`config.mk`:
```
export PLATFORM = sky130hd
export DESIGN_NAME = portb_bank_switch_decoder_unit
export DESIGN_NICKNAME = d
export VERILOG_FILES = /design/src/rtl/core/pbsd_pkg.sv /design/src/rtl/core/portb_bank_switch_decoder_unit.sv /design/src/rtl/core/pbsd_alu.sv /design/src/rtl/core/pbsd_page_decode.sv
export SDC_FILE = /design/constraint.sdc
export NUM_CORES = 1
export LEC_CHECK = 0
export BUFFER_PORTS_ARGS = -buffer_cell sky130_fd_sc_hd__buf_2
export CAP_MARGIN = 10
export CORE_ASPECT_RATIO = 1.75
export CORE_MARGIN = 5
export CORE_UTILIZATION = 50
export CTS_BUF_LIST = sky130_fd_sc_hd__clkbuf_4
export CTS_CLUSTER_DIAMETER = 50
export DETAILED_ROUTE_END_ITERATION = 8
export GPL_ROUTABILITY_DRIVEN = 0
export PLACE_DENSITY_LB_ADDON = 0.2
export SETUP_SLACK_MARGIN = 0.3
export SLEW_MARGIN = 20
export SYNTH_ARGS = -nofsm -noshare
export SYNTH_HDL_FRONTEND = slang
export SYNTH_SLANG_ARGS = --single-unit
```
`constraint.sdc`:
```
create_clock -name clock -period 5.3 [get_ports clock]
set_input_delay 1.06 -clock clock [delete_from_list [all_inputs] [get_ports clock]]
set_output_delay 1.06 -clock clock [all_outputs]
set_load 0.02 [all_outputs]
```
`src/rtl/core/pbsd_pkg.sv`:
```
`default_nettype none
// ----------------------------------------------------------------------------
// pbsd_pkg
// Types and constants shared by the port B bank switch decoder modules.
// ----------------------------------------------------------------------------
package pbsd_pkg;

   localparam int OFFSET_W      = 18;
   localparam int BANK_W        = 5;
   localparam int BANK_OFFSET_W = 14;
   localparam int CSR_INDEX_W   = 2;
   localparam int CSR_DATA_W    = 8;

   localparam logic [1:0] OP_ACCESS = 2'd0;
   localparam logic [1:0] OP_PORTB  = 2'd1;
   localparam logic [1:0] OP_COLD   = 2'd2;

   localparam logic [2:0] TGT_RAM   = 3'd0;
   localparam logic [2:0] TGT_EXT   = 3'd1;
   localparam logic [2:0] TGT_OS    = 3'd2;
   localparam logic [2:0] TGT_SELF  = 3'd3;
   localparam logic [2:0] TGT_BASIC = 3'd4;
   localparam logic [2:0] TGT_DEV   = 3'd5;

   localparam logic [1:0] MODEL_XE     = 2'd1;
   localparam logic [1:0] MODEL_XE_320 = 2'd2;

   localparam logic [1:0] XRAM_MODE_BITS56 = 2'd1;
   localparam logic [1:0] XRAM_MODE_NO_ST  = 2'd2;

   localparam logic [CSR_INDEX_W-1:0] CSR_MACHINE_MODEL = 2'd0;
   localparam logic [CSR_INDEX_W-1:0] CSR_XRAM_MODE     = 2'd1;
   localparam logic [CSR_INDEX_W-1:0] CSR_BASIC_LOCKED  = 2'd2;
   localparam logic [CSR_INDEX_W-1:0] CSR_CART_PRESENT  = 2'd3;

   localparam logic [7:0] PORTB_COLD = 8'hFD;

   // Two's complement of the ROM and bank window bases on the offset adder.
   localparam logic [OFFSET_W-1:0] NEG_OS_BASE    = OFFSET_W'((1 << OFFSET_W) - 'hC000);
   localparam logic [OFFSET_W-1:0] NEG_SELF_BASE  = OFFSET_W'((1 << OFFSET_W) - 'h4000);
   localparam logic [OFFSET_W-1:0] NEG_BASIC_BASE = OFFSET_W'((1 << OFFSET_W) - 'hA000);
   localparam logic [OFFSET_W-1:0] NEG_BANK_SIZE  =
      OFFSET_W'((1 << OFFSET_W) - (1 << BANK_OFFSET_W));

   typedef struct packed {
      logic [1:0]  operation;
      logic [15:0] address;
      logic        is_write;
      logic [7:0]  data;
   } req_type;

   typedef struct packed {
      logic [2:0]          target;
      logic [OFFSET_W-1:0] physical_offset;
      logic [2:0]          device_index;
      logic                write_allowed;
      logic [7:0]          write_data;
      logic [BANK_W-1:0]   current_bank;
   } rsp_type;

   typedef struct packed {
      logic os_on;
      logic basic_on;
      logic selftest_on;
      logic bank_active;
   } map_state_type;

endpackage
`default_nettype wire

```
`src/rtl/core/portb_bank_switch_decoder_unit.sv`:
```
`default_nettype none
// ----------------------------------------------------------------------------
// portb_bank_switch_decoder_unit
// Memory map unit with port B bank switching for an 8-bit home computer.
// ----------------------------------------------------------------------------
// A bus access beat passes through ST_DECODE, which classifies the page, and
// ST_OFFSET, which forms the offset on the shared adder, before it reaches the
// response register. A port B write goes straight to ST_PB_APPLY, or, when it
// selects an extended bank on an XE model, first passes ST_PB_REDUCE, which
// subtracts BANK_COUNT from the raw bank number until it is below BANK_COUNT,
// and ST_PB_INC, which increments it, both on the same shared adder. Cold
// start and the unused operation are handled in ST_MISC. The request side is
// ready again in the cycle after the result is loaded, so no new access is
// accepted before the last one is through, and each beat takes longer while a
// finished result waits behind an earlier response that the consumer has not
// taken. The page map is held as region flags (OS, BASIC, self-test, bank
// window), so no clearing pass follows reset. A new request is taken whenever
// the sequencer is idle, even while a response still waits for the consumer.
module portb_bank_switch_decoder_unit #(
   parameter int BANK_COUNT = 16
) (
   input  wire logic                                clock,
   input  wire logic                                reset,
   input  wire logic                                req_valid,
   output logic                                     req_ready,
   input  wire pbsd_pkg::req_type                   req_payload,
   output logic                                     rsp_valid,
   input  wire logic                                rsp_ready,
   output pbsd_pkg::rsp_type                        rsp_payload,
   input  wire logic                                csr_valid,
   output logic                                     csr_ready,
   input  wire logic [pbsd_pkg::CSR_INDEX_W-1:0]    csr_index,
   input  wire logic [pbsd_pkg::CSR_DATA_W-1:0]     csr_wdata
);
   import pbsd_pkg::*;

   localparam logic [BANK_W-1:0]   BANK_LIMIT = BANK_W'(BANK_COUNT);
   localparam logic [OFFSET_W-1:0] NEG_BANK   = OFFSET_W'((1 << OFFSET_W) - BANK_COUNT);
   localparam logic [OFFSET_W-1:0] ONE        = OFFSET_W'(1);

   typedef enum logic [2:0] {
      ST_IDLE,
      ST_DECODE,
      ST_OFFSET,
      ST_PB_REDUCE,
      ST_PB_INC,
      ST_PB_APPLY,
      ST_MISC,
      ST_HOLD
   } state_type;

   state_type            state_ff, state_in;
   req_type              item_ff, item_in;
   logic [2:0]           tgt_ff, tgt_in;
   logic [OFFSET_W-1:0]  op_a_ff, op_a_in;
   logic [OFFSET_W-1:0]  op_b_ff, op_b_in;
   logic                 mask16_ff, mask16_in;
   logic [BANK_W-1:0]    acc_ff, acc_in;
   rsp_type              res_ff, res_in;
   rsp_type              rsp_ff, rsp_in;
   logic                 rsp_valid_ff, rsp_valid_in;

   logic [7:0]           portb_ff, portb_in;
   logic [BANK_W-1:0]    ext_ff, ext_in;
   logic                 selftest_ff, selftest_in;
   logic                 basic_on_ff, basic_on_in;
   logic [1:0]           model_ff, model_in;
   logic [1:0]           xram_mode_ff, xram_mode_in;
   logic                 basic_locked_ff, basic_locked_in;
   logic                 cart_ff, cart_in;

   map_state_type        map_state;
   logic [2:0]           page_target;
   logic [OFFSET_W-1:0]  alu_a;
   logic [OFFSET_W-1:0]  alu_b;
   logic [OFFSET_W-1:0]  alu_sum;
   logic                 slot_free;
   logic                 model_is_xe;
   logic [3:0]           raw_bank;
   rsp_type              result;
   logic                 deliver;
   logic [7:0]           pb_new;
   logic [7:0]           pb_diff;
   logic                 bank_change;
   logic                 st_after_bank;
   logic                 st_after_os;
   logic                 st_final;

   assign map_state.os_on       = portb_ff[0];
   assign map_state.basic_on    = basic_on_ff;
   assign map_state.selftest_on = selftest_ff;
   assign map_state.bank_active = (ext_ff != '0);

   pbsd_page_decode u_page_decode (
      .page      (item_ff.address[15:8]),
      .map_state (map_state),
      .target    (page_target)
   );

   pbsd_alu u_alu (
      .op_a (alu_a),
      .op_b (alu_b),
      .sum  (alu_sum)
   );

   assign req_ready   = (state_ff == ST_IDLE);
   assign csr_ready   = 1'b1;
   assign rsp_valid   = rsp_valid_ff;
   assign rsp_payload = rsp_ff;
   assign slot_free   = !rsp_valid_ff || rsp_ready;
   assign model_is_xe = (model_ff == MODEL_XE) || (model_ff == MODEL_XE_320);

   always_comb begin
      if (model_ff == MODEL_XE_320) begin
         if (xram_mode_ff == XRAM_MODE_BITS56) begin
            raw_bank = {req_payload.data[6:5], req_payload.data[3:2]};
         end else begin
            raw_bank = {req_payload.data[7:6], req_payload.data[3:2]};
         end
      end else begin
         raw_bank = {2'b00, req_payload.data[3:2]};
      end
   end

   always_comb begin
      case (state_ff)
         ST_PB_REDUCE: begin
            alu_a = OFFSET_W'(acc_ff);
            alu_b = NEG_BANK;
         end
         ST_PB_INC: begin
            alu_a = OFFSET_W'(acc_ff);
            alu_b = ONE;
         end
         default: begin
            alu_a = op_a_ff;
            alu_b = op_b_ff;
         end
      endcase
   end

   always_comb begin
      pb_new        = item_ff.data;
      pb_diff       = portb_ff ^ pb_new;
      bank_change   = model_is_xe && (acc_ff != ext_ff);
      st_after_bank = selftest_ff && !bank_change;
      st_after_os   = st_after_bank && !(pb_diff[0] && !pb_new[0]);
      if (pb_new[7]) begin
         st_final = 1'b0;
      end else if (!st_after_os && pb_new[0] &&
                   (pb_new[4] || xram_mode_ff < XRAM_MODE_NO_ST)) begin
         st_final = 1'b1;
      end else begin
         st_final = st_after_os;
      end
   end

   always_comb begin
      state_in        = state_ff;
      item_in         = item_ff;
      tgt_in          = tgt_ff;
      op_a_in         = op_a_ff;
      op_b_in         = op_b_ff;
      mask16_in       = mask16_ff;
      acc_in          = acc_ff;
      res_in          = res_ff;
      rsp_in          = rsp_ff;
      rsp_valid_in    = rsp_valid_ff && !rsp_ready;
      portb_in        = portb_ff;
      ext_in          = ext_ff;
      selftest_in     = selftest_ff;
      basic_on_in     = basic_on_ff;
      model_in        = model_ff;
      xram_mode_in    = xram_mode_ff;
      basic_locked_in = basic_locked_ff;
      cart_in         = cart_ff;
      result          = '0;
      result.current_bank = ext_ff;
      deliver         = 1'b0;

      if (csr_valid) begin
         case (csr_index)
            CSR_MACHINE_MODEL: model_in        = csr_wdata[1:0];
            CSR_XRAM_MODE:     xram_mode_in    = csr_wdata[1:0];
            CSR_BASIC_LOCKED:  basic_locked_in = csr_wdata[0];
            CSR_CART_PRESENT:  cart_in         = csr_wdata[0];
            default:           model_in        = model_ff;
         endcase
      end

      case (state_ff)
         ST_IDLE: begin
            if (req_valid) begin
               item_in = req_payload;
               case (req_payload.operation)
                  OP_ACCESS: state_in = ST_DECODE;
                  OP_PORTB: begin
                     if (model_is_xe && !req_payload.data[4]) begin
                        acc_in   = {1'b0, raw_bank};
                        state_in = ST_PB_REDUCE;
                     end else begin
                        acc_in   = '0;
                        state_in = ST_PB_APPLY;
                     end
                  end
                  default: state_in = ST_MISC;
               endcase
            end
         end
         ST_DECODE: begin
            tgt_in    = page_target;
            op_a_in   = OFFSET_W'(item_ff.address);
            op_b_in   = '0;
            mask16_in = 1'b0;
            case (page_target)
               TGT_EXT: begin
                  op_a_in = {ext_ff[3:0], item_ff.address[BANK_OFFSET_W-1:0]};
                  op_b_in = NEG_BANK_SIZE;
               end
               TGT_OS: begin
                  op_b_in   = NEG_OS_BASE;
                  mask16_in = 1'b1;
               end
               TGT_SELF: begin
                  op_b_in   = NEG_SELF_BASE;
                  mask16_in = 1'b1;
               end
               TGT_BASIC: begin
                  op_b_in   = NEG_BASIC_BASE;
                  mask16_in = 1'b1;
               end
               TGT_DEV: begin
                  op_a_in = OFFSET_W'(item_ff.address[7:0]);
               end
               default: begin
                  op_b_in = '0;
               end
            endcase
            state_in = ST_OFFSET;
         end
         ST_OFFSET: begin
            result.target = tgt_ff;
            result.physical_offset = mask16_ff ? OFFSET_W'(alu_sum[15:0]) : alu_sum;
            result.device_index = (tgt_ff == TGT_DEV) ? item_ff.address[10:8] : 3'd0;
            result.write_allowed = (tgt_ff == TGT_RAM) || (tgt_ff == TGT_EXT) ||
                                   (tgt_ff == TGT_DEV);
            result.write_data = item_ff.is_write ? item_ff.data : 8'd0;
            deliver = 1'b1;
         end
         ST_PB_REDUCE: begin
            if (acc_ff >= BANK_LIMIT) begin
               acc_in = alu_sum[BANK_W-1:0];
            end else begin
               state_in = ST_PB_INC;
            end
         end
         ST_PB_INC: begin
            acc_in   = alu_sum[BANK_W-1:0];
            state_in = ST_PB_APPLY;
         end
         ST_PB_APPLY: begin
            if (bank_change) begin
               ext_in = acc_ff;
            end
            if (!basic_locked_ff && pb_diff[1]) begin
               basic_on_in = !pb_new[1];
            end
            selftest_in = st_final;
            portb_in    = pb_new;
            result.current_bank = bank_change ? acc_ff : ext_ff;
            deliver = 1'b1;
         end
         ST_MISC: begin
            if (item_ff.operation == OP_COLD) begin
               portb_in    = PORTB_COLD;
               ext_in      = '0;
               selftest_in = 1'b0;
               basic_on_in = !cart_ff;
               result.current_bank = '0;
            end
            deliver = 1'b1;
         end
         ST_HOLD: begin
            if (slot_free) begin
               rsp_in       = res_ff;
               rsp_valid_in = 1'b1;
               state_in     = ST_IDLE;
            end
         end
         default: begin
            state_in = ST_IDLE;
         end
      endcase

      if (deliver) begin
         res_in = result;
         if (slot_free) begin
            rsp_in       = result;
            rsp_valid_in = 1'b1;
            state_in     = ST_IDLE;
         end else begin
            state_in = ST_HOLD;
         end
      end
   end

   always_ff @(posedge clock) begin
      if (reset) begin
         state_ff        <= ST_IDLE;
         rsp_valid_ff    <= 1'b0;
         portb_ff        <= PORTB_COLD;
         ext_ff          <= '0;
         selftest_ff     <= 1'b0;
         basic_on_ff     <= 1'b1;
         model_ff        <= '0;
         xram_mode_ff    <= '0;
         basic_locked_ff <= 1'b0;
         cart_ff         <= 1'b0;
      end else begin
         state_ff        <= state_in;
         rsp_valid_ff    <= rsp_valid_in;
         portb_ff        <= portb_in;
         ext_ff          <= ext_in;
         selftest_ff     <= selftest_in;
         basic_on_ff     <= basic_on_in;
         model_ff        <= model_in;
         xram_mode_ff    <= xram_mode_in;
         basic_locked_ff <= basic_locked_in;
         cart_ff         <= cart_in;
      end
      item_ff   <= item_in;
      tgt_ff    <= tgt_in;
      op_a_ff   <= op_a_in;
      op_b_ff   <= op_b_in;
      mask16_ff <= mask16_in;
      acc_ff    <= acc_in;
      res_ff    <= res_in;
      rsp_ff    <= rsp_in;
   end

   a_bank_in_range: assert property (@(posedge clock) disable iff (reset)
      ext_ff <= BANK_LIMIT)
      else $error("Extended bank exceeds the bank count.");

   a_selftest_needs_os: assert property (@(posedge clock) disable iff (reset)
      selftest_ff |-> portb_ff[0])
      else $error("Self-test ROM is mapped while the OS ROM is off.");

   a_plain_model_keeps_bank: assert property (@(posedge clock) disable iff (reset)
      (state_ff == ST_PB_APPLY && !model_is_xe) |=> $stable(ext_ff))
      else $error("Port B write changed the bank on a machine without banks.");

   a_cold_start_clears: assert property (@(posedge clock) disable iff (reset)
      (state_ff == ST_MISC && item_ff.operation == OP_COLD) |=>
         (ext_ff == '0 && !selftest_ff && portb_ff == PORTB_COLD))
      else $error("Cold start left bank or self-test state behind.");

endmodule
`default_nettype wire

```
`src/rtl/core/pbsd_alu.sv`:
```
`default_nettype none
// ----------------------------------------------------------------------------
// pbsd_alu
// Shared adder used for address offsets, bank reduction and bank increment.
// ----------------------------------------------------------------------------
module pbsd_alu (
   input  wire logic [pbsd_pkg::OFFSET_W-1:0] op_a,
   input  wire logic [pbsd_pkg::OFFSET_W-1:0] op_b,
   output logic      [pbsd_pkg::OFFSET_W-1:0] sum
);
   import pbsd_pkg::*;

   assign sum = op_a + op_b;

endmodule
`default_nettype wire

```
`src/rtl/core/pbsd_page_decode.sv`:
```
`default_nettype none
// ----------------------------------------------------------------------------
// pbsd_page_decode
// Classifies a 256-byte page into its target from the current map state.
// ----------------------------------------------------------------------------
module pbsd_page_decode (
   input  wire logic [7:0]                    page,
   input  wire pbsd_pkg::map_state_type       map_state,
   output logic      [2:0]                    target
);
   import pbsd_pkg::*;

   logic [2:0] bank_target;
   logic [2:0] os_target;

   always_comb begin
      bank_target = map_state.bank_active ? TGT_EXT : TGT_RAM;
      os_target   = map_state.os_on ? TGT_OS : TGT_RAM;
      if (page[7:6] == 2'b00) begin
         target = TGT_RAM;
      end else if (page[7:6] == 2'b01) begin
         if (page[5:4] == 2'b01 && map_state.selftest_on) begin
            target = TGT_SELF;
         end else begin
            target = bank_target;
         end
      end else if (page[7:5] == 3'b100) begin
         target = TGT_RAM;
      end else if (page[7:5] == 3'b101) begin
         target = map_state.basic_on ? TGT_BASIC : TGT_RAM;
      end else if (page[7:4] == 4'hC) begin
         target = os_target;
      end else if (page[7:3] == 5'b11010) begin
         target = TGT_DEV;
      end else begin
         target = os_target;
      end
   end

endmodule
`default_nettype wire
```
* After elaboration in Yosys (flattened, before gate mapping) *
Index checks and enable logic that the tools add are counted.

word-level totals
  bits in registers = 167
  logic and storage cells = 174
  input bits = 42

cells by class
  eq/ne operators = 37
  $add $sub $neg = 1
  reduce and logical (&&, ||, !) cells = 47
  bitwise gates (word level) = 1
  magnitude comparators = 2
  muxes and demuxes = 55

operator list
  operator                                                               count
  38-bit 2-to-1 mux                                                      4
  18-bit case mux with 2 select lines                                    2
  18-bit case mux with 3 select lines                                    1
  3-bit 2-to-1 mux                                                       15
  18-bit 2-to-1 mux                                                      2
  33-bit 2-to-1 mux                                                      1
  3-bit equality test, second input constant                             9
  5-bit 2-to-1 mux                                                       5
  18-bit adder                                                           1
  3-bit case mux with 5 select lines                                     1
  5-bit case mux with 3 select lines                                     1
  2-bit by 1-bit equality test with 1-bit output, second input constant  6
  3-bit by 2-bit equality test with 1-bit output, second input constant  4
  1-bit 2-to-1 mux                                                       12
  4-bit 2-to-1 mux                                                       3
  2-bit AND reduction                                                    6
  1-bit logical AND                                                      10
  1-bit zero test                                                        10
  5-bit case mux with 2 select lines                                     1
  3-bit by 1-bit equality test with 1-bit output, second input constant  3
  2-bit equality test, second input constant                             4
  8-bit 2-to-1 mux                                                       1
  2-bit inequality test, second input constant                           4
  4-bit AND reduction                                                    2
  other kinds (23)                                                       35

* Longest topological paths before layout *
Gate-level depths: netlist of the first run.

  word-level depth = 12
  mapped depth = 14
  depth with buffers taken out = 12

* Cells and area by module *
From an unflattened synthesis of the first run, not the netlist that was laid out.

unflattened totals
  cell total of the unflattened synthesis = 649
  area, all modules = 7282.0 um^2

by module, submodules not included
  module                          cells each  instances  sequential area each (um^2)  area each (um^2)
  portb_bank_switch_decoder_unit  509         1          3993.8                       6252.2
  pbsd_alu                        127         1          0.0                          942.2
  pbsd_page_decode                13          1          0.0                          87.6

* Least setup slack after synthesis of the first run *
Ideal clock, no wire load.

  path type = register to register
  start point = register state_ff[0]
  end point = register res_ff[32] (netlist bit) (data pin)
  setup slack = 2.170 ns
  stages on the path, launching flop included = 15
  arrival time = 2.864 ns
  path through = dfxtp_1 -> buf_6 -> nand3b_1 -> inv_2 -> nor2_1 -> clkbuf_1 -> mux2_2 -> ha_1 -> nand2_1 -> nor4_2 -> or3_1 -> buf_6 -> a31oi_2 -> xor2_1 -> nor2_1

RTL lines
  what                    RTL line                               RTL
  from (decl)             portb_bank_switch_decoder_unit.sv:52   state_type state_ff, state_in;
  from (signal assigned)  portb_bank_switch_decoder_unit.sv:320  state_ff <= state_in;
  to (signal assigned)    portb_bank_switch_decoder_unit.sv:337  res_ff <= res_in;
  to (decl)               portb_bank_switch_decoder_unit.sv:59   rsp_type res_ff, res_in;

==> results of run 1 <==
==> Yosys cell counts, types with 2 or more instances <==
| cell | instances | area, um2 |
|---|---|---|
| o31a_1 | 2 | 17.52 |
| nand4b_1 | 2 | 17.52 |
| dfxtp_1 | 57 | 1141 |
| or3_1 | 4 | 25.02 |
| inv_1 | 17 | 63.81 |
| nor2b_1 | 7 | 43.79 |
| nand3_1 | 16 | 80.08 |
| mux2_2 | 5 | 56.30 |
| buf_6 | 2 | 22.52 |
| o21ai_0 | 30 | 150.1 |
| o21a_1 | 3 | 22.52 |
| a22oi_1 | 12 | 90.09 |
| o22a_1 | 2 | 17.52 |
| and2_1 | 14 | 87.58 |
| xnor2_1 | 11 | 96.34 |
| buf_2 | 3 | 15.01 |
| nand4_1 | 5 | 31.28 |
| o21ai_1 | 7 | 35.03 |
| mux2i_1 | 28 | 280.3 |
| nand3b_1 | 3 | 22.52 |
| nor2_1 | 59 | 221.5 |
| a31oi_1 | 10 | 62.56 |
| clkbuf_1 | 25 | 93.84 |
| a21oi_1 | 13 | 65.06 |
| o2111ai_1 | 2 | 17.52 |
| nor3b_1 | 3 | 22.52 |
| and4_1 | 3 | 26.28 |
| xor2_1 | 12 | 105.1 |
| nand2_1 | 65 | 244.0 |
| and3_1 | 18 | 112.6 |
| or2_2 | 2 | 12.51 |
| nor3_1 | 6 | 30.03 |
| a2bb2oi_1 | 4 | 35.03 |
| o22ai_1 | 10 | 62.56 |
| edfxtp_1 | 95 | 2853 |
| a21o_1 | 3 | 22.52 |
| nand2b_1 | 6 | 37.54 |
| ha_1 | 8 | 100.1 |
| o31ai_1 | 7 | 52.55 |
==> per-layer routing <==
metal | routed length, um | vias to the layer above | GRT usage, %
li1 | - | 2300 | -
met1 | 5419 | 2216 | 19.65
met2 | 7935 | 137 | 34.73
met3 | 540 | 38 | 3.943
met4 | 674 | 0 | 9.956
met5 | 0 | - | 0
==> cell families after synthesis <==
logic type | Yosys count | synth area share (%)
AOI/OAI and AO/OA | 115 | 11.67
and+or+nand+nor | 216 | 15.67
adders and majority gates | 8 | 1.498
buffers and inverters | 51 | 3.277
other | 1 | 0.05613
DFF | 152 | 59.78
xor gates and xnor gates | 23 | 3.015
muxes | 33 | 5.037
==> cells in the final DEF, fill, tap and decap left out, types with 3 or more instances in the layout <==
cell        count
o21a_1          3
o31ai_1         7
xnor2_1        11
mux2i_1        28
o21ai_1         7
bufinv_16       3
nand2b_1        6
o21ai_0        30
dfxtp_1        57
buf_4           8
clkbuf_4       20
xor2_1         12
a31oi_1        10
and4_1          3
a22oi_1        12
and3_1         18
a21o_1          3
o22ai_1        10
a2bb2oi_1       4
ha_1            8
nor2b_1         6
edfxtp_1       95
nand3b_1        3
nand2_1        65
nand4_1         5
nor3b_1         3
clkinvlp_4      3
and2_1         14
buf_2          75
nor3_1          6
mux2_2          5
nand3_1        16
or3_1           4
a21oi_1        13
nor2_1         59
clkinv_2        4
inv_1          17
==> through the flow <==
stage	power, W	hold slack [ns]	std cells
detailed placement	0.003354	0.4054	824
finish	0.004053	0.4313	856
global route	0.004304	0.4400	856
global placement	0.003305	0.4039	824
floorplan	0.002909	0.4003	599
CTS	0.004088	0.4341	856
==> power groups by stage <==
stage               Clock (W)  Sequential, W  Combinational, W
floorplan                   0        0.00200          0.000906
CTS                  0.000756        0.00192           0.00142
global route         0.000803        0.00196           0.00155
global placement            0        0.00193           0.00137
detailed placement          0        0.00195           0.00141
finish               0.000731        0.00191           0.00141
==> critical path, delay by kind of cell, from the launching register on <==
kind,cells,cell delay (ns)
compound gates,3,0.84
buf+inv,2,0.28
fa+ha+maj,2,0.50
flops,1,0.83
simple gates,5,0.86
mux,1,0.28
==> state kept, by name (all words and copies together), names as in the netlist <==
register         flops
basic_on_ff          1
mask16_ff            1
pb_new               8
item_ff             19
portb_ff             2
acc_ff               5
cart_ff              1
op_b_ff              3
ext_ff               5
tgt_ff               3
selftest_ff          1
state_ff             3
basic_locked_ff      1
res_ff              38
xram_mode_ff         2
model_ff             2
op_a_ff             18
rsp_valid            1
rsp_payload         38
==> area by class of cell <==
class | count | area [um2]
flip-flops and latches | 152 | 3994
repair buffers | 83 | 435.4
well taps | 174 | 217.7
clock buffers | 20 | 150.1
inverters | 19 | 76.32
multi-input cells | 396 | 2471
fillers | 1174 | 5748
clock inverters | 12 | 150.1
==> worst min path at each step <==
| stage | start | endpoint | cells after the start |
|---|---|---|---|
| 5_1_grt | item_ff[14] | op_a_ff[5] | 0 |
| 6_report | item_ff[9] | op_a_ff[0] | 0 |
| 4_1_cts | item_ff[9] | op_a_ff[0] | 0 |
| 3_3_place_gp | item_ff[13] | op_a_ff[4] | 0 |
| 3_5_place_dp | item_ff[9] | op_a_ff[0] | 0 |
| 2_1_floorplan | item_ff[9] | op_a_ff[0] | 0 |
==> flow_summary.ini, run 1 <==
[global_route]
grt_max_degree = 35
first_global_vias = 4764
antenna_found_initial = 0
grt_usage_pct = 18.75
grt-ovfl-total = 0
grt_pass1_wl_um = 23630

[clocking]
post_cts_resized = 0
numCtsBuffers = 17
htreeDepth = 4
clk_latency_ns = 0.51
cts_tree = yes
cts_sinks = 152
cts_setup_buffers = 0
clkTransAtPathRegs_ns = 0.12
cts_hold_buf = 0
cts-root-buf = clkbuf_4
cts_buffer_depth = 2

[drt]
wirelength_um = 14570
drcViolationCount = 0
drtIter0Drc = 282
vias = 4691
wl_per_cell_um = 17.02
drt-vias-per-instance = 5.480
drtAntennaViolNets = 0
first_pass_iters = 5

[final_layout]
nets = 719
final_cell_area_um2 = 7495
area_growth_pct = 12.17
drive_gt1_share_pct = 19.35
antenna_cells = 0
fin_util_pct = 56.59

[placed_design]
dpl_worst_slack_ns = 1.537
hpwl_um = 10970
postPlaceCellArea_um2 = 7194
port_buffers = 75

[synth]
async_reset_ff_share_pct = 0
ys_types = 57
synth.avg_cell_area_um2 = 11.15
syn_nets = 649
yosysSeqAreaShare_pct = 59.78
synth_seq_cells = 152
synth-edff-count = 95
netlist_area_um2 = 6681
ys.flop_type = edfxtp_1
syn_inst = 599
yosys_warnings = 0

[worst_setup_path]
critPathCapture = res_ff[27]
crit_fanout = 24
slowest_delay_ns = 0.83
cp-end-kind = flop
cp.arrival_ns = 4.11
path_cells = or3b_4, clkinv_4, nor2_1, buf_4, mux2_2, ha_1, ha_1, nand3_1, nor3_1, o21a_1, o21ai_1, a2bb2oi_1, nor2_1
reg2reg_depth = 13
crit_type = flop to flop
critical_path.slowest_cell = dfxtp_1
critPathRequiredTime_ns = 5.57
cp-start-kind = flop
worstReg2RegEnd = res_ff[27]
crit_start = state_ff[2]
reg2reg_slack_ns = 1.46
worstReg2RegStart = state_ff[2]

[min_path]
min_path_type = flop to flop

[power]
ir_worst_vdd_mv = 0.2331
p_switching_w = 0.001520
swShare_pct = 37.51
p_comb_share_pct = 34.7
p_per_area_nw_per_um2 = 540.8
internal-power_w = 0.002533
pwr-share-clk_pct = 18.0
power_frac_seq_pct = 47.2
power_leakage_nw = 3.142

[timing]
final.setup.worst_slack_ns = 1.463
fmax_ghz = 0.2606
finalSetupViolations = 0
post-route-period-util_pct = 72.40
rsz0062_at_grt = false
final_hold_viol_count = 0
drv_slew = 0
clock_skew_ns = 0.01999
relSlewSlack_pct = 38.59
period_minus_slack_ns = 3.837
worst_slew_pin_slew_ns = 0.9189
fin_tns_setup_ns = 0

[flow_run]
maxCapViolCount = 0

[floorplan]
die_x_um = 97.39
start_util_pct = 50.45
fp.dieArea_um2 = 15870
io_pins = 83
rows = 56
die_h_um = 162.9
core_um2 = 13240

[outcome]
status = complete, no violations
(Power assumes the default switching activity.)
==> run 2: changes to the inputs <==
--- a/config.mk
+++ b/config.mk
@@ -5,6 +5,7 @@
 export SDC_FILE = /design/constraint.sdc
 export NUM_CORES = 1
 export LEC_CHECK = 0
+export ABC_AREA = 1
 export BUFFER_PORTS_ARGS = -buffer_cell sky130_fd_sc_hd__buf_2
 export CAP_MARGIN = 10
 export CORE_ASPECT_RATIO = 1.75
==> constraint.sdc (replaced) <==
create_clock -name clock -period 3.7 [get_ports clock]
set_input_delay 0.74 -clock clock [delete_from_list [all_inputs] [get_ports clock]]
set_output_delay 0.74 -clock clock [all_outputs]
set_load 0.02 [all_outputs]
==> run 2 against run 1 <==
- utilization is 0.096 points lower
- count of clock-buffer cells in the layout is 3 lower
- first-iteration DRC count is 7.1% lower
- combinational power is 81% higher
- final cell count is 21% higher
==> flow_summary.ini, run 2 <==
[clocking]
numCtsBuffers = 17
htreeDepth = 4
cts_sinks = 152
clk_latency_ns = 0.54
cts_tree = yes
cts_hold_buf = 0
cts_buffer_depth = 2
clkTransAtPathRegs_ns = 0.15
cts-root-buf = clkbuf_4

[synth]
yosysMostFrequentCell = nand2_1
ys.flop_type = edfxtp_1
synth-edff-count = 95
yosys_warnings = 0
synth_seq_cells = 152
yosysSeqAreaShare_pct = 56.04
synth_top_cell_by_area = edfxtp_1
syn_inst = 766
synth_common_cells = 149 x nand2_1, 95 x edfxtp_1, 95 x inv_1, 95 x nor2_1, 57 x dfxtp_1
syn_nets = 816
synth_top_area_share_pct = 40.03
synth.avg_cell_area_um2 = 9.304
yosys-top-cells-area = edfxtp_1 40%, dfxtp_1 16%, nand2_1 7.8%, inv_1 5.0%, nor2_1 5.0%
netlist_area_um2 = 7127
async_reset_ff_share_pct = 0
ys_types = 49

[global_route]
grt_pass1_wl_um = 25850
grt-ovfl-total = 0
grt_usage_pct = 19.22
first_global_vias = 5220
antenna_found_initial = 1
grt_max_degree = 40

[floorplan]
die_h_um = 167.9
core_um2 = 13980
die_x_um = 100.3
fp.dieArea_um2 = 16840
start_util_pct = 50.98
rows = 57
io_pins = 83

[worst_setup_path]
worstReg2RegEnd = res_ff[31]
cp-end-kind = flop
worstReg2RegStart = state_ff[1]
critPathRequiredTime_ns = 3.99
reg2reg_depth = 15
crit_fanout = 21
cp.arrival_ns = 3.33
cp-start-kind = flop
reg2reg_slack_ns = 0.66
crit_type = flop to flop

[drt]
drt-vias-per-instance = 5.187
wirelength_um = 15760
wl_per_cell_um = 15.28
drtAntennaViolNets = 0
drtIter0Drc = 262
vias = 5353
first_pass_iters = 7
drcViolationCount = 0

[power]
ir_worst_vdd_mv = 0.4894
power_w = 0.006304
power_leakage_nw = 3.438
p_per_area_nw_per_um2 = 798.2

[final_layout]
nets = 891
area_growth_pct = 10.81
mostFrequentLayoutCell = nand2_1
final_cell_mix = 149 x nand2_1, 95 x inv_1, 95 x edfxtp_1, 93 x nor2_1, 75 x buf_2
drive_gt1_share_pct = 20.96

[timing]
post-route-period-util_pct = 82.18
fmax_ghz = 0.3289
clock_skew_ns = 0.01958
rsz0062_at_grt = false
final_hold_viol_count = 0
fin_tns_setup_ns = 0
worst_slew_pin_slew_ns = 0.6767
relSlewSlack_pct = 54.75
drv_slew = 0
period_minus_slack_ns = 3.041
finalSetupViolations = 0

[min_path]
min_from = req_payload[1]
min_to = pb_new[1]
min_path_type = input port to flop
whs_path_depth = 1

[outcome]
status = complete, no violations

[flow_run]
maxCapViolCount = 0

[placed_design]
hpwl_um = 11840
port_buffers = 75
-- run 2: cell count changes after synthesis, sizes merged, moves of 13 or more --
cell	change
nand2	+97
inv	+84
nor2	+56
nand3	+32
mux2i	-21
and3	-16
clkbuf	-16
a21oi	+13
-- run 2: final cells by class --
class / count / area (um2)
tap: 177 / 221.5
clock inverter: 15 / 155.1
inverter: 103 / 391.6
sequential: 152 / 3995
multi-input combinational: 485 / 2576
timing repair buffer: 82 / 427.9
clock buffer: 17 / 127.6
fill: 1313 / 6081
antenna: 1 / 2.502
-- run 2: worst max path at each step --
stage | from | to | slack (ns) | cells past startpoint
floorplan | state_ff[0] | mask16_ff | 0.96 | 2
global placement | state_ff[2] | res_ff[31] | 0.73 | 15
detailed placement | state_ff[2] | res_ff[31] | 0.64 | 15
CTS | state_ff[2] | res_ff[31] | 0.63 | 15
global route | state_ff[1] | res_ff[31] | 0.33 | 15
finish | state_ff[1] | res_ff[31] | 0.66 | 15
-- run 2: what timing repair did --
item                                    in CTS  in global routing
buffers inserted                             0                  0
endpoints found under the setup margin       0                  2
gates resized for setup                      0                  1
-- run 2: layer usage --
layer,vias to the layer above,track usage (%),wire (um)
met5,-,0,0
met4,0,9.912,706
met3,45,3.810,782
met2,167,32.15,8006
met1,2454,23.15,6268
li1,2687,-,-
-- run 2: stage by stage --
stage | util, % | cell area, um2 | hold WS [ns] | setup WS, ns | std cells
floorplan | - | 7127 | 0.4003 | 0.9579 | 766
global placement | 54.45 | 7611 | 0.4040 | 0.7315 | 999
detailed placement | 54.45 | 7611 | 0.4063 | 0.6418 | 999
CTS | 56.47 | 7894 | 0.3218 | 0.6290 | 1031
global route | 56.50 | 7898 | 0.3021 | 0.3300 | 1032
finish | 56.50 | 7898 | 0.3625 | 0.6593 | 1032
-- run 2: report_power, final --
group | leakage [nW] | internal (W) | switching (W)
Sequential | 1.37 | 0.00248 | 0.000258
Combinational | 1.91 | 0.000768 | 0.00178
Clock | 0.156 | 0.000363 | 0.000660
-- run 2: critical path, stage by stage (launching register included) --
cell and delay, ns:
dfxtp_1 0.53, nor2_2 0.09, nand2_4 0.28, nand2_4 0.14
inv_1 0.32, nand2_1 0.10, nand2_1 0.08, ha_1 0.21
ha_1 0.24, nand3_2 0.13, o21ai_4 0.26, nand3_1 0.17
nand2_1 0.09, nand2_1 0.06, nand2_1 0.06, nor2_1 0.03
-- run 2: logic make-up (layout without fill, tap and decap cells) --
logic type	Yosys count	in the layout	synth area share, %
flops	152	152	56.04
xor+xnor	9	9	1.106
fa+ha+maj	8	8	1.405
other cells	1	2	0.05262
buf+inv	129	217	7.953
simple gates	354	354	23.17
compound gates	106	106	9.287
mux	7	7	0.9832
